File: config.mk
export PLATFORM = sky130hd
export DESIGN_NAME = char_lcd_nibble_byte_sequencer_unit
export DESIGN_NICKNAME = d
export VERILOG_FILES = /design/src/rtl/core/clnbs_pkg.sv /design/src/rtl/core/clnbs_front.sv /design/src/rtl/core/clnbs_queue.sv /design/src/rtl/core/clnbs_back.sv /design/src/rtl/core/char_lcd_nibble_byte_sequencer_unit.sv
export VERILOG_INCLUDE_DIRS = /design/src /design/src/rtl/core
export SDC_FILE = /design/constraint.sdc
export NUM_CORES = 1
export LEC_CHECK = 0
export ABC_AREA = 1
export ABC_CLOCK_PERIOD_IN_PS = 3200
export BUFFER_PORTS_ARGS = -buffer_cell sky130_fd_sc_hd__buf_2
export CAP_MARGIN = 25
export CELL_PAD_IN_SITES_DETAIL_PLACEMENT = 1
export CELL_PAD_IN_SITES_GLOBAL_PLACEMENT = 1
export CORE_UTILIZATION = 42
export DETAILED_ROUTE_END_ITERATION = 12
export PLACE_DENSITY = 0.7
export REMOVE_ABC_BUFFERS = 1
export SYNTH_ARGS = -nofsm -noshare
export SYNTH_HDL_FRONTEND = slang
export SYNTH_SLANG_ARGS = --single-unit
File: constraint.sdc
create_clock -name clk -period 3.2 [get_ports clk]
set_input_delay 0.32 -clock clk [delete_from_list [all_inputs] [get_ports clk]]
set_output_delay 0.32 -clock clk [all_outputs]
set_load 0.1 [all_outputs]
File: src/rtl/core/char_lcd_nibble_byte_sequencer_unit_macros.svh
// Assertion macros for the LCD sequencer.
`ifndef CHAR_LCD_NIBBLE_BYTE_SEQUENCER_UNIT_MACROS_SVH
`define CHAR_LCD_NIBBLE_BYTE_SEQUENCER_UNIT_MACROS_SVH

`ifndef NO_ASSERTIONS
// Same-cycle implication.
`define CLNBS_ASSERT_NOW(label, clk, rst, cond, prop, msg) \
  label: assert property (@(posedge clk) disable iff (rst) (cond) |-> (prop)) \
    else $error(msg);
// Next-cycle implication.
`define CLNBS_ASSERT_NEXT(label, clk, rst, cond, prop, msg) \
  label: assert property (@(posedge clk) disable iff (rst) (cond) |=> (prop)) \
    else $error(msg);
`else
`define CLNBS_ASSERT_NOW(label, clk, rst, cond, prop, msg)
`define CLNBS_ASSERT_NEXT(label, clk, rst, cond, prop, msg)
`endif

`endif

File: src/rtl/core/clnbs_pkg.sv
package clnbs_pkg;

  localparam int COLUMNS_DEFAULT     = 16;
  localparam int ROWS_DEFAULT        = 2;
  localparam int QUEUE_DEPTH_DEFAULT = 4;

  localparam int COL_W = 6;

  // request kinds
  localparam logic [2:0] KIND_PUT       = 3'd0;
  localparam logic [2:0] KIND_CURSOR    = 3'd1;
  localparam logic [2:0] KIND_CLEAR     = 3'd2;
  localparam logic [2:0] KIND_BACKLIGHT = 3'd3;
  localparam logic [2:0] KIND_INIT      = 3'd4;

  localparam logic [7:0] CHAR_NEWLINE = 8'h0A;
  localparam logic [7:0] CHAR_CR      = 8'h0D;

  // port byte bits
  localparam logic [7:0] BIT_RS = 8'h01;
  localparam logic [7:0] BIT_EN = 8'h04;
  localparam logic [7:0] BIT_BL = 8'h08;

  localparam logic [7:0] CMD_CLEAR    = 8'h01;
  localparam logic [7:0] CMD_ENTRY    = 8'h06;
  localparam logic [7:0] CMD_DISP_ON  = 8'h0C;
  localparam logic [7:0] CMD_DISP_OFF = 8'h08;
  localparam logic [7:0] CMD_FUNC_SET = 8'h28;
  localparam logic [7:0] CMD_DDRAM    = 8'h80;
  localparam logic [6:0] ROW1_OFFSET  = 7'h40;
  localparam logic [3:0] NIB_WAKE     = 4'h3;

  localparam logic [1:0] WAIT_NONE  = 2'd0;
  localparam logic [1:0] WAIT_200US = 2'd1;
  localparam logic [1:0] WAIT_2MS   = 2'd2;
  localparam logic [1:0] WAIT_5MS   = 2'd3;

  // sequencer counters
  localparam logic [1:0] LAST_PHASE     = 2'd2;
  localparam logic [3:0] VALUE_LAST_NIB = 4'd1;
  localparam logic [3:0] INIT_LAST_NIB  = 4'd13;

  typedef enum logic [1:0] {
    JOB_VALUE,
    JOB_BYTE,
    JOB_INIT
  } job_op_t;

  typedef struct packed {
    job_op_t    op;
    logic [7:0] value;
    logic       rs;
    logic [1:0] wt;
    logic       bl;
  } job_t;

  typedef struct packed {
    logic [3:0] nib;
    logic [1:0] wt;
  } init_nib_t;

  // init nibbles: three wake-ups, a lone function-set nibble, five commands
  function automatic init_nib_t init_nibble(input logic [3:0] idx);
    init_nib_t r;
    r.wt = WAIT_NONE;
    case (idx)
      4'd0:  begin r.nib = NIB_WAKE; r.wt = WAIT_5MS; end
      4'd1:  begin r.nib = NIB_WAKE; r.wt = WAIT_200US; end
      4'd2:  begin r.nib = NIB_WAKE; r.wt = WAIT_200US; end
      4'd3:  begin r.nib = CMD_FUNC_SET[7:4]; r.wt = WAIT_200US; end
      4'd4:  r.nib = CMD_FUNC_SET[7:4];
      4'd5:  r.nib = CMD_FUNC_SET[3:0];
      4'd6:  r.nib = CMD_DISP_OFF[7:4];
      4'd7:  r.nib = CMD_DISP_OFF[3:0];
      4'd8:  r.nib = CMD_CLEAR[7:4];
      4'd9:  begin r.nib = CMD_CLEAR[3:0]; r.wt = WAIT_2MS; end
      4'd10: r.nib = CMD_ENTRY[7:4];
      4'd11: r.nib = CMD_ENTRY[3:0];
      4'd12: r.nib = CMD_DISP_ON[7:4];
      4'd13: r.nib = CMD_DISP_ON[3:0];
      default: r.nib = 4'h0;
    endcase
    return r;
  endfunction

endpackage

File: src/rtl/core/clnbs_front.sv
module clnbs_front #(
  parameter int COLUMNS = 16,
  parameter int ROWS    = 2
) (
  input  logic              clk,
  input  logic              rst,
  input  logic              push,
  input  logic [2:0]        kind,
  input  logic [7:0]        char_code,
  input  logic [7:0]        target_col,
  input  logic [7:0]        target_row,
  input  logic              light_on,
  input  logic              q_full,
  output logic              q_wr,
  output clnbs_pkg::job_t   q_data
);
  import clnbs_pkg::*;

  logic [COL_W-1:0] cursor_col, cursor_col_next;
  logic             cursor_row, cursor_row_next;
  logic             backlight_bit, backlight_bit_next;
  logic             accept, known;
  logic [6:0]       addr;

  assign accept = push && !q_full;

  always_comb begin
    cursor_col_next    = cursor_col;
    cursor_row_next    = cursor_row;
    backlight_bit_next = backlight_bit;
    known              = 1'b1;
    q_data.op          = JOB_VALUE;
    q_data.value       = 8'h00;
    q_data.rs          = 1'b0;
    q_data.wt          = WAIT_NONE;
    q_data.bl          = backlight_bit;

    case (kind)
      KIND_PUT: begin
        if (char_code == CHAR_NEWLINE) begin
          cursor_col_next = '0;
          cursor_row_next = (({1'b0, cursor_row} + 2'd1) >= 2'(ROWS)) ? 1'b0 : 1'b1;
        end else if (char_code == CHAR_CR) begin
          cursor_col_next = '0;
        end else begin
          q_data.rs    = 1'b1;
          q_data.value = char_code;
          if (cursor_col < COL_W'(COLUMNS - 1)) cursor_col_next = cursor_col + 1'b1;
        end
      end
      KIND_CURSOR: begin
        cursor_col_next = (target_col >= 8'(COLUMNS)) ? COL_W'(COLUMNS - 1)
                                                      : target_col[COL_W-1:0];
        cursor_row_next = (target_row >= 8'(ROWS)) ? 1'(ROWS - 1) : target_row[0];
      end
      KIND_CLEAR: begin
        q_data.value    = CMD_CLEAR;
        q_data.wt       = WAIT_2MS;
        cursor_col_next = '0;
        cursor_row_next = 1'b0;
      end
      KIND_BACKLIGHT: begin
        backlight_bit_next = light_on;
        q_data.op          = JOB_BYTE;
        q_data.value       = light_on ? BIT_BL : 8'h00;
      end
      KIND_INIT: begin
        q_data.op       = JOB_INIT;
        cursor_col_next = '0;
        cursor_row_next = 1'b0;
      end
      default: known = 1'b0;
    endcase

    // newline, carriage return and set cursor all issue a DDRAM address
    addr = 7'(cursor_col_next) + (cursor_row_next ? ROW1_OFFSET : 7'd0);
    if ((kind == KIND_CURSOR) ||
        ((kind == KIND_PUT) && ((char_code == CHAR_NEWLINE) || (char_code == CHAR_CR)))) begin
      q_data.value = CMD_DDRAM | {1'b0, addr};
    end
  end

  assign q_wr = accept && known;

  always_ff @(posedge clk) begin
    if (rst) begin
      cursor_col    <= '0;
      cursor_row    <= 1'b0;
      backlight_bit <= 1'b1;
    end else if (accept) begin
      cursor_col    <= cursor_col_next;
      cursor_row    <= cursor_row_next;
      backlight_bit <= backlight_bit_next;
    end
  end

endmodule

File: src/rtl/core/clnbs_queue.sv
`include "char_lcd_nibble_byte_sequencer_unit_macros.svh"
module clnbs_queue #(
  parameter int DEPTH = 4
) (
  input  logic            clk,
  input  logic            rst,
  input  logic            wr,
  input  clnbs_pkg::job_t wr_data,
  input  logic            rd,
  output clnbs_pkg::job_t rd_data,
  output logic            full,
  output logic            not_empty
);
  import clnbs_pkg::*;

  localparam int PTR_W = (DEPTH > 1) ? $clog2(DEPTH) : 1;
  localparam int CNT_W = $clog2(DEPTH + 1);

  job_t             mem [DEPTH];
  logic [PTR_W-1:0] wr_ptr, rd_ptr;
  logic [CNT_W-1:0] count;
  logic             do_wr, do_rd;

  assign full      = (count == CNT_W'(DEPTH));
  assign not_empty = (count != '0);
  assign do_wr     = wr && !full;
  assign do_rd     = rd && not_empty;
  assign rd_data   = mem[rd_ptr];

  always_ff @(posedge clk) begin
    if (do_wr) mem[wr_ptr] <= wr_data;
  end

  always_ff @(posedge clk) begin
    if (rst) begin
      wr_ptr <= '0;
      rd_ptr <= '0;
      count  <= '0;
    end else begin
      if (do_wr) wr_ptr <= (wr_ptr == PTR_W'(DEPTH - 1)) ? '0 : wr_ptr + 1'b1;
      if (do_rd) rd_ptr <= (rd_ptr == PTR_W'(DEPTH - 1)) ? '0 : rd_ptr + 1'b1;
      if (do_wr && !do_rd)      count <= count + 1'b1;
      else if (do_rd && !do_wr) count <= count - 1'b1;
    end
  end

  `CLNBS_ASSERT_NOW(a_count_bound, clk, rst, 1'b1, count <= CNT_W'(DEPTH), "queue overfilled")
  `CLNBS_ASSERT_NEXT(a_count_up, clk, rst, do_wr && !do_rd, count == $past(count) + 1'b1, "count lost a write")

endmodule

File: src/rtl/core/clnbs_back.sv
`include "char_lcd_nibble_byte_sequencer_unit_macros.svh"
module clnbs_back (
  input  logic            clk,
  input  logic            rst,
  input  logic            q_valid,
  input  clnbs_pkg::job_t q_data,
  output logic            q_rd,
  output logic            empty,
  input  logic            pop,
  output logic [7:0]      expander_byte,
  output logic [1:0]      wait_code,
  output logic            last
);
  import clnbs_pkg::*;

  job_t       cur;
  logic       cur_valid;
  logic [1:0] phase;
  logic [3:0] nib;
  logic       out_valid;
  logic       slot_free, emit, load, is_last;
  logic [3:0] nib_val;
  logic [1:0] nib_wt;
  logic [7:0] byte_val;
  logic [1:0] byte_wt;
  init_nib_t  init_entry;

  assign slot_free = !out_valid || pop;
  assign emit      = cur_valid && slot_free;
  assign load      = q_valid && (!cur_valid || (emit && is_last));
  assign q_rd      = load;
  assign empty     = !out_valid;

  always_comb begin
    init_entry = init_nibble(nib);
    nib_val    = 4'h0;
    nib_wt     = WAIT_NONE;
    is_last    = 1'b0;
    case (cur.op)
      JOB_VALUE: begin
        nib_val = (nib == '0) ? cur.value[7:4] : cur.value[3:0];
        nib_wt  = (nib == VALUE_LAST_NIB) ? cur.wt : WAIT_NONE;
        is_last = (nib == VALUE_LAST_NIB) && (phase == LAST_PHASE);
      end
      JOB_INIT: begin
        nib_val = init_entry.nib;
        nib_wt  = init_entry.wt;
        is_last = (nib == INIT_LAST_NIB) && (phase == LAST_PHASE);
      end
      JOB_BYTE: is_last = 1'b1;
      default:  is_last = 1'b1;
    endcase

    if (cur.op == JOB_BYTE) begin
      byte_val = cur.value;
      byte_wt  = WAIT_NONE;
    end else begin
      // data, data with EN, data again; wait only after the third beat
      byte_val = {nib_val, 4'h0} | (cur.bl ? BIT_BL : 8'h00) | (cur.rs ? BIT_RS : 8'h00);
      if (phase == 2'd1) byte_val = byte_val | BIT_EN;
      byte_wt = (phase == LAST_PHASE) ? nib_wt : WAIT_NONE;
    end
  end

  always_ff @(posedge clk) begin
    if (emit) begin
      expander_byte <= byte_val;
      wait_code     <= byte_wt;
      last          <= is_last;
    end
    if (load) cur <= q_data;
  end

  always_ff @(posedge clk) begin
    if (rst) begin
      out_valid <= 1'b0;
      cur_valid <= 1'b0;
      phase     <= '0;
      nib       <= '0;
    end else begin
      if (emit)     out_valid <= 1'b1;
      else if (pop) out_valid <= 1'b0;

      if (load) begin
        cur_valid <= 1'b1;
        phase     <= '0;
        nib       <= '0;
      end else if (emit && is_last) begin
        cur_valid <= 1'b0;
      end else if (emit) begin
        if (phase == LAST_PHASE) begin
          phase <= '0;
          nib   <= nib + 1'b1;
        end else begin
          phase <= phase + 1'b1;
        end
      end
    end
  end

  `CLNBS_ASSERT_NOW(a_phase_range, clk, rst, cur_valid, phase <= LAST_PHASE, "phase out of range")
  `CLNBS_ASSERT_NOW(a_value_nibs, clk, rst, cur_valid && (cur.op == JOB_VALUE), nib <= VALUE_LAST_NIB, "value job ran past low nibble")
  `CLNBS_ASSERT_NOW(a_init_nibs, clk, rst, cur_valid && (cur.op == JOB_INIT), nib <= INIT_LAST_NIB, "init job ran past its end")
  `CLNBS_ASSERT_NEXT(a_job_done, clk, rst, emit && is_last && !q_valid, !cur_valid, "job kept after final beat")

endmodule

File: src/rtl/core/char_lcd_nibble_byte_sequencer_unit.sv
// A request passes the job queue and the back end's job register to the result register.
// Throughput: one port byte per cycle while pop frees the result register; a character,
//   cursor move or clear gives 6 bytes, backlight 1, init 42 (back-end nibble sequencer).
// Requests are taken every cycle until the job queue (QUEUE_DEPTH entries) fills.
// Reset (rst, synchronous): cursor at 0,0, backlight on, queue and result register empty.
module char_lcd_nibble_byte_sequencer_unit #(
  parameter int COLUMNS     = clnbs_pkg::COLUMNS_DEFAULT,
  parameter int ROWS        = clnbs_pkg::ROWS_DEFAULT,
  parameter int QUEUE_DEPTH = clnbs_pkg::QUEUE_DEPTH_DEFAULT
) (
  input  logic       clk,
  input  logic       rst,
  // request side: beat taken on push && !full
  input  logic       push,
  output logic       full,
  input  logic [2:0] kind,
  input  logic [7:0] char_code,
  input  logic [7:0] target_col,
  input  logic [7:0] target_row,
  input  logic       light_on,
  // result side: beat taken on pop && !empty
  output logic       empty,
  input  logic       pop,
  output logic [7:0] expander_byte,
  output logic [1:0] wait_code,
  output logic       last
);
  import clnbs_pkg::*;

  // Front end tracks cursor and backlight and turns each request into one job:
  // a display byte (two nibbles), a raw port byte, or the init script.
  // Unknown kinds are taken and dropped.
  job_t wr_job, rd_job;
  logic q_wr, q_rd, q_full, q_valid;

  assign full = q_full;

  clnbs_front #(
    .COLUMNS (COLUMNS),
    .ROWS    (ROWS)
  ) u_front (
    .clk        (clk),
    .rst        (rst),
    .push       (push),
    .kind       (kind),
    .char_code  (char_code),
    .target_col (target_col),
    .target_row (target_row),
    .light_on   (light_on),
    .q_full     (q_full),
    .q_wr       (q_wr),
    .q_data     (wr_job)
  );

  // Short job queue: decouples request intake from byte emission.
  clnbs_queue #(
    .DEPTH (QUEUE_DEPTH)
  ) u_queue (
    .clk       (clk),
    .rst       (rst),
    .wr        (q_wr),
    .wr_data   (wr_job),
    .rd        (q_rd),
    .rd_data   (rd_job),
    .full      (q_full),
    .not_empty (q_valid)
  );

  // Back end walks each job nibble by nibble, three port bytes per nibble (a raw byte job
  // gives one), into a result register; the next job loads on the final beat of the
  // current one so jobs run without a gap.
  clnbs_back u_back (
    .clk           (clk),
    .rst           (rst),
    .q_valid       (q_valid),
    .q_data        (rd_job),
    .q_rd          (q_rd),
    .empty         (empty),
    .pop           (pop),
    .expander_byte (expander_byte),
    .wait_code     (wait_code),
    .last          (last)
  );

endmodule
==> results.ini, run 1 <==
[power_and_ir_drop]
power_frac_clock_pct = 19.6
power.total_uw = 4120
vdd_drop_max_v = 0.000465
comb_power_share_pct = 38.2
powerDensity_mw_per_mm2 = 835
switching_share_pct = 42.3
seqPwrFrac_pct = 42.2
internal_power_uw = 2370
p_leak_uw = 0.00196
power.switching_uw = 1740

[worst_setup_path]
crit_required_ns = 3.50
cp_max_fo = 6
crit_start = u_back.nib[1]$_SDFFE_PP0P_
r2r-start = u_back.nib[1]$_SDFFE_PP0P_
critPathMaxStageDelay_ns = 0.42
timing.rr.end = u_queue.count[2]$_SDFFE_PP0P_
path_cells = inv_1 -> ha_1 -> nand3_2 -> nand2_1 -> nand2_2 -> nand2_4 -> nand3_4 -> nand2_4 -> nand2_4 -> ha_1 -> inv_1 -> fa_1 -> nor2_1 -> nor2_1 -> nand2_1 -> o21ai_0 -> a21oi_1
start_kind = register
critPathKind = register to register
cp-end-kind = register
crit_end = u_queue.count[2]$_SDFFE_PP0P_
worstPathArrival_ns = 2.69
rrSetupSlack_ns = 0.80
slowest_stage = dfxtp_1
reg2regPathDepth = 17
crit_top_cell = nand2_4

[grt]
grt_max_degree = 31
grt_pass1_wl_um = 15000
grt_pass1_vias = 3134
antenna_found_initial = 0
grt.overflow.total = 0
track_usage_pct = 18.0

[synthesis]
synth.most_common_cell = edfxtp_1
synthArstFlopShare_pct = 0
yosysWarnings = 0
ys_ff_latch = 93
yosys_most_used_dff = edfxtp_1
postSynthAreaPerCell_um2 = 10.2
synth-edff-count = 76
ys_types = 37
yosys-top-cells-count = 76 x edfxtp_1, 60 x nand2_1, 59 x nor2_1
yosysTopAreaCellShare_pct = 52.6
synth.area.top_cells = edfxtp_1 53%, dfxtp_1 7.8%, nand2_1 5.2%
synthesis.area_mm2 = 0.00434
synth_area_leader_cell = edfxtp_1
seq_area_frac_synth_pct = 60.5
syn_inst = 425

[timing]
fin_skew_ns = 0.00714
setup_viol = 0
fin_crit_sh_pct = 74.9
hold_viol_final = 0
tns_ns = 0
rsz0062_at_grt = no
tightest_slew_ns = 0.756
min_period_ns = 2.40
timing.fmax_ghz = 0.417
slew_viol_final = 0
finalWorstSetupSlack_ns = 0.804
relSlewSlack_pct = 49.6

[routing]
vias_per_cell = 5.08
drc = 0
routed_wl_um = 9140
wl_per_cell_um = 14.9
ant_nets = 0
drt_iter0_markers = 76
vias = 3126
drt_pass1_iterations = 4

[finish]
antenna_cells = 0
multi_input_area_mm2 = 0.00146
nNetsFinal = 520
n_fill_cell = 1158
final_area_mm2 = 0.00493
fin_cells = 615
synthToLayoutAreaGrowth_pct = 13.7
register_area_mm2 = 0.00262
drive_above_1_share_pct = 19.5

[clocking]
clkLatencyLatePin_ns = 0.36
root_buffer = clkbuf_8
cts_hold_buffers = 0
cts_setup_buffers = 0
cts_tree = built
clock-sinks = 93
cts_resized = 0
numCtsBuffers = 9
cts_buffer_depth = 2
h-tree-depth = 3
clk_pin_slew_ns = 0.09

[place]
gp_congestion = 0.764
io_buffers = 44
place_inst = 599
dp_slack_ns = 0.804
dp_hpwl_um = 6700
dpl_cell_area_mm2 = 0.00473

[die]
core_area_mm2 = 0.00991
fp.dieW_um = 104
io_pins = 45
die_height_um = 104
start_util_pct = 43.8
row_count = 36
die-area_mm2 = 0.0107

[worst_hold_path]
min-delay-path-class = input port to register

[run]
drv_cap = 0

[run_status]
status = finished, final reports clean

[registers in the layout (all words and copies together), names as in the netlist]
signal	flops
u_back.cur	13
u_back.cur_valid	1
u_back.expander_byte	8
u_back.last	1
u_back.nib	4
u_back.out_valid	1
u_back.phase	2
u_back.wait_code	2
u_front.backlight_bit	1
u_front.cursor_row	1
u_queue.count	3
u_queue.mem	52
u_queue.rd_ptr	2
u_queue.wr_ptr	2
[worst min path at each step]
stage / startpoint / to / slack [ns] / cells past startpoint
2_1_floorplan: rst / u_back.cur_valid$_SDFFE_PP0P_ / 0.39 / 1
3_3_place_gp: u_front.backlight_bit$_SDFFE_PP1P_ / u_queue.mem[0][0]$_DFFE_PP_ / 0.48 / 0
4_1_cts: rst / u_back.out_valid$_SDFFE_PP0P_ / 0.21 / 2
3_5_place_dp: u_front.backlight_bit$_SDFFE_PP1P_ / u_queue.mem[2][0]$_DFFE_PP_ / 0.51 / 0
5_1_grt: rst / u_back.out_valid$_SDFFE_PP0P_ / 0.21 / 2
6_report: rst / u_back.out_valid$_SDFFE_PP0P_ / 0.22 / 2
[cell families after synthesis]
| kind of cell | after synthesis | synth area share [%] |
|---|---|---|
| AOI/OAI and AO/OA | 84 | 11.1 |
| xor gates and xnor gates | 3 | 0.606 |
| adders and majority gates | 11 | 3.35 |
| buffers and inverters | 66 | 5.95 |
| DFF | 93 | 60.5 |
| and+or+nand+nor | 168 | 18.5 |
[power by group through the flow]
| stage | registers, uW | clock network (uW) | logic (uW) |
|---|---|---|---|
| 3_5_place_dp | 1770 | 0 | 1590 |
| 3_3_place_gp | 1750 | 0 | 1540 |
| 5_1_grt | 1760 | 882 | 1720 |
| 4_1_cts | 1740 | 832 | 1590 |
| 2_1_floorplan | 2180 | 0 | 777 |
| 6_report | 1740 | 806 | 1570 |
[metal layers]
metal	vias to the layer above	GRT usage [%]	share of wire, %
li1	1550	-	-
met1	1503	21.1	45
met3	14	3.40	2.6
met5	-	0	0
met4	0	7.87	1.9
met2	59	32.0	51
[cell type report]
| cell class | instances | area share [%] |
|---|---|---|
| inverters | 56 | 4.26 |
| flip-flops and latches | 93 | 53.2 |
| clock buffers | 9 | 2.51 |
| clock inverters | 7 | 1.60 |
| well taps | 133 | 3.38 |
| multi-input cells | 266 | 29.5 |
| repair buffers | 51 | 5.53 |
[stage by stage]
step	hold slack [ns]	util, %
2_1_floorplan	0.389	-
3_3_place_gp	0.484	47.7
3_5_place_dp	0.508	47.7
4_1_cts	0.206	49.7
5_1_grt	0.206	49.7
6_report	0.220	49.7
[placed cells by master (no fill, tap or decap), types with 3 or more instances in the layout]
master,synthesis,final
nor2_1,59,59
buf_4,0,7
ha_1,10,10
a21oi_1,15,15
o211ai_1,3,3
dfxtp_1,17,17
o22ai_1,13,13
clkbuf_8,0,9
inv_1,55,55
inv_6,0,4
nor2_2,6,6
nor2_4,3,3
nand2_4,4,4
nor3_1,4,4
nand2_1,60,60
edfxtp_1,76,76
nand4_1,7,7
nand3_1,14,14
o21ai_0,43,43
buf_2,2,44
xor2_1,3,3
nand2_2,4,4
[worst max-delay path: cells and delay by family, from the launching register on]
| family | cells | cell delay, ns |
|---|---|---|
| buffers and inverters | 2 | 0.15 |
| adders and majority gates | 3 | 0.79 |
| AOI/OAI and AO/OA | 2 | 0.19 |
| and+or+nand+nor | 10 | 0.78 |
| DFF | 1 | 0.42 |
Power figures use the tool's default switching activity.
==> run 2: changes to the inputs <==
Settings changed: ABC_CLOCK_PERIOD_IN_PS 3200 to 2300.
Clock period 3.2 ns to 2.3 ns, I/O delays scaled along.
==> results.ini, run 2 (same netlist as run 1, synthesis figures left out) <==
[finish]
drive_above_1_share_pct = 21.8  ; was 19.5%
layout_common_cells = 76 x edfxtp_1, 60 x nand2_1, 57 x nor2_1  ; was 76 x edfxtp_1, 60 x nand2_1, 59 x nor2_1
n_fill_cell = 1143  ; was 1158
antenna_cells = 0  ; unchanged
top_register = u_queue.mem  ; unchanged
largest_register_ff_count = 52  ; unchanged
multi_input_area_mm2 = 0.00148  ; was 0.00146 mm^2
final_area_mm2 = 0.00499  ; was 0.00493 mm^2
nNetsFinal = 525  ; was 520
top_regs = u_queue.mem: 52 flops, u_back.cur: 13 flops, u_back.expander_byte: 8 flops  ; unchanged
layout_commonest_cell = edfxtp_1  ; unchanged
synthToLayoutAreaGrowth_pct = 15.0  ; was 13.7%
register_area_mm2 = 0.00262  ; about the same
utilization_pct = 50.3  ; was 49.7%

[die]
die_height_um = 104  ; unchanged
io_pins = 45  ; unchanged
die-area_mm2 = 0.0107  ; unchanged
core_area_mm2 = 0.00991  ; unchanged
start_util_pct = 43.8  ; unchanged
row_count = 36  ; unchanged
fp.dieW_um = 104  ; unchanged

[clocking]
cts_hold_buffers = 0  ; unchanged
cts_buffer_depth = 2  ; unchanged
clkLatencyLatePin_ns = 0.37  ; was 0.36 ns
cts_tree = built  ; unchanged
numCtsBuffers = 9  ; unchanged
cts_setup_buffers = 0  ; unchanged
h-tree-depth = 3  ; unchanged
root_buffer = clkbuf_8  ; unchanged
clock-sinks = 93  ; unchanged
cts_resized = 0  ; unchanged
clk_pin_slew_ns = 0.10  ; was 0.09 ns

[power_and_ir_drop]
seqPwrFrac_pct = 42.3  ; was 42.2%
powerDensity_mw_per_mm2 = 1150  ; was 835 mW/mm^2
p_leak_uw = 0.00199  ; was 0.00196 uW
switching_share_pct = 43.2  ; was 42.3%
vdd_drop_max_v = 0.000647  ; was 0.000465 V
power.switching_uw = 2480  ; was 1740 uW
internal_power_uw = 3260  ; was 2370 uW
comb_power_share_pct = 38.8  ; was 38.2%
power_frac_clock_pct = 18.8  ; was 19.6%

[timing]
relSlewSlack_pct = 51.0  ; was 49.6%
tightest_slew_ns = 0.733  ; was 0.756 ns
setup_viol = 0  ; unchanged
tns_ns = 0  ; unchanged
fin_skew_ns = 0.0103  ; was 0.00714 ns
min_period_ns = 2.11  ; was 2.40 ns
hold_viol_final = 0  ; unchanged
fin_crit_sh_pct = 91.6  ; was 74.9%
slew_viol_final = 0  ; unchanged
timing.fmax_ghz = 0.475  ; was 0.417 GHz

[place]
dpl_cell_area_mm2 = 0.00476  ; was 0.00473 mm^2
gp_congestion = 0.788  ; was 0.764
io_buffers = 44  ; unchanged
dp_hpwl_um = 6760  ; was 6700 um

[worst_setup_path]
crit_end = u_queue.count[1]$_SDFFE_PP0P_  ; was u_queue.count[2]$_SDFFE_PP0P_
timing.rr.end = u_queue.count[1]$_SDFFE_PP0P_  ; was u_queue.count[2]$_SDFFE_PP0P_
crit_start = u_back.nib[1]$_SDFFE_PP0P_  ; unchanged
rrSetupSlack_ns = 0.19  ; was 0.80 ns
worstPathArrival_ns = 2.37  ; was 2.69 ns
cp-end-kind = register  ; unchanged
crit_required_ns = 2.57  ; was 3.50 ns
reg2regPathDepth = 14  ; was 17
start_kind = register  ; unchanged
critPathKind = register to register  ; unchanged
r2r-start = u_back.nib[1]$_SDFFE_PP0P_  ; unchanged
cp_max_fo = 6  ; unchanged

[routing]
drt_iter0_markers = 88  ; was 76
ant_nets = 0  ; unchanged
vias_per_cell = 4.95  ; was 5.08
drt_pass1_iterations = 4  ; unchanged
drc = 0  ; unchanged
wl_per_cell_um = 14.7  ; was 14.9 um
vias = 3070  ; was 3126
routed_wl_um = 9100  ; was 9140 um

[grt]
grt_max_degree = 30  ; was 31
antenna_found_initial = 0  ; unchanged
track_usage_pct = 18.2  ; was 18.0%
grt.overflow.total = 0  ; unchanged
grt_pass1_vias = 3278  ; was 3134
grt_pass1_wl_um = 15200  ; was 15000 um

[worst_hold_path]
min-delay-path-class = input port to register  ; unchanged

[run_status]
status = finished, final reports clean  ; unchanged

[run]
drv_cap = 0  ; unchanged

run 2: changes by cell type in the layout (fill, tap and decap cells not counted), moves of 2 or more:
cell     delta
nor2_1      -2
ha_1        -2
nor2_2      +2
inv_8       +2
buf_4       +5
o21ai_0     -2
o21ai_1     +2
run 2: worst min-delay path by stage:
stage	startpoint	end	slack, ns	depth (start not counted)
4_1_cts	rst	u_back.out_valid$_SDFFE_PP0P_	0.11	2
5_1_grt	rst	u_back.out_valid$_SDFFE_PP0P_	0.12	2
3_3_place_gp	u_front.backlight_bit$_SDFFE_PP1P_	u_queue.mem[1][0]$_DFFE_PP_	0.48	0
3_5_place_dp	u_front.backlight_bit$_SDFFE_PP1P_	u_queue.mem[1][0]$_DFFE_PP_	0.51	0
6_report	rst	u_back.out_valid$_SDFFE_PP0P_	0.13	2
2_1_floorplan	rst	u_back.cur_valid$_SDFFE_PP0P_	0.30	1
run 2: cell type report:
class | count | share of cell area [%]
clock buffers | 9 | 2.48
clock inverters | 7 | 1.48
inverters | 56 | 4.22
multi-input cells | 266 | 29.6
flip-flops and latches | 93 | 52.6
well taps | 133 | 3.34
repair buffers | 56 | 6.22
run 2: per-layer routing:
layer,share of wire [%],up-vias,global-route usage (%)
met5,0,-,0
met4,1.8,0,7.14
met3,3.0,13,3.78
met2,52,58,33.3
met1,43,1439,20.6
li1,-,1560,-
run 2: critical path, stage by stage, from the launching register on:
cell and delay, ns:
dfxtp_2 0.33, inv_1 0.11, ha_4 0.18, nand3_2 0.08
nand2_1 0.08, nand2_2 0.06, nand2_4 0.09, nand3_4 0.07
nand2_4 0.10, nand2_4 0.05, ha_2 0.18, inv_2 0.08
fa_2 0.43, o21ai_1 0.12, a21oi_1 0.05
run 2: metrics by stage:
| step | power, uW | hold WS, ns | setup WS (ns) | std cells |
|---|---|---|---|---|
| after floorplan | 4110 | 0.299 | -0.610 | 415 |
| after global placement | 4610 | 0.481 | 0.156 | 604 |
| after detailed placement | 4700 | 0.506 | 0.0688 | 604 |
| after CTS | 5800 | 0.107 | 0.0466 | 620 |
| after global routing | 6090 | 0.120 | -0.0173 | 620 |
| final | 5750 | 0.129 | 0.193 | 620 |
run 2: power groups by stage:
| stage | Clock, uW | Combinational (uW) | Sequential (uW) |
|---|---|---|---|
| after floorplan | 0 | 1080 | 3030 |
| after global placement | 0 | 2160 | 2450 |
| after detailed placement | 0 | 2220 | 2470 |
| after CTS | 1120 | 2240 | 2430 |
| after global routing | 1180 | 2440 | 2470 |
| final | 1080 | 2230 | 2430 |
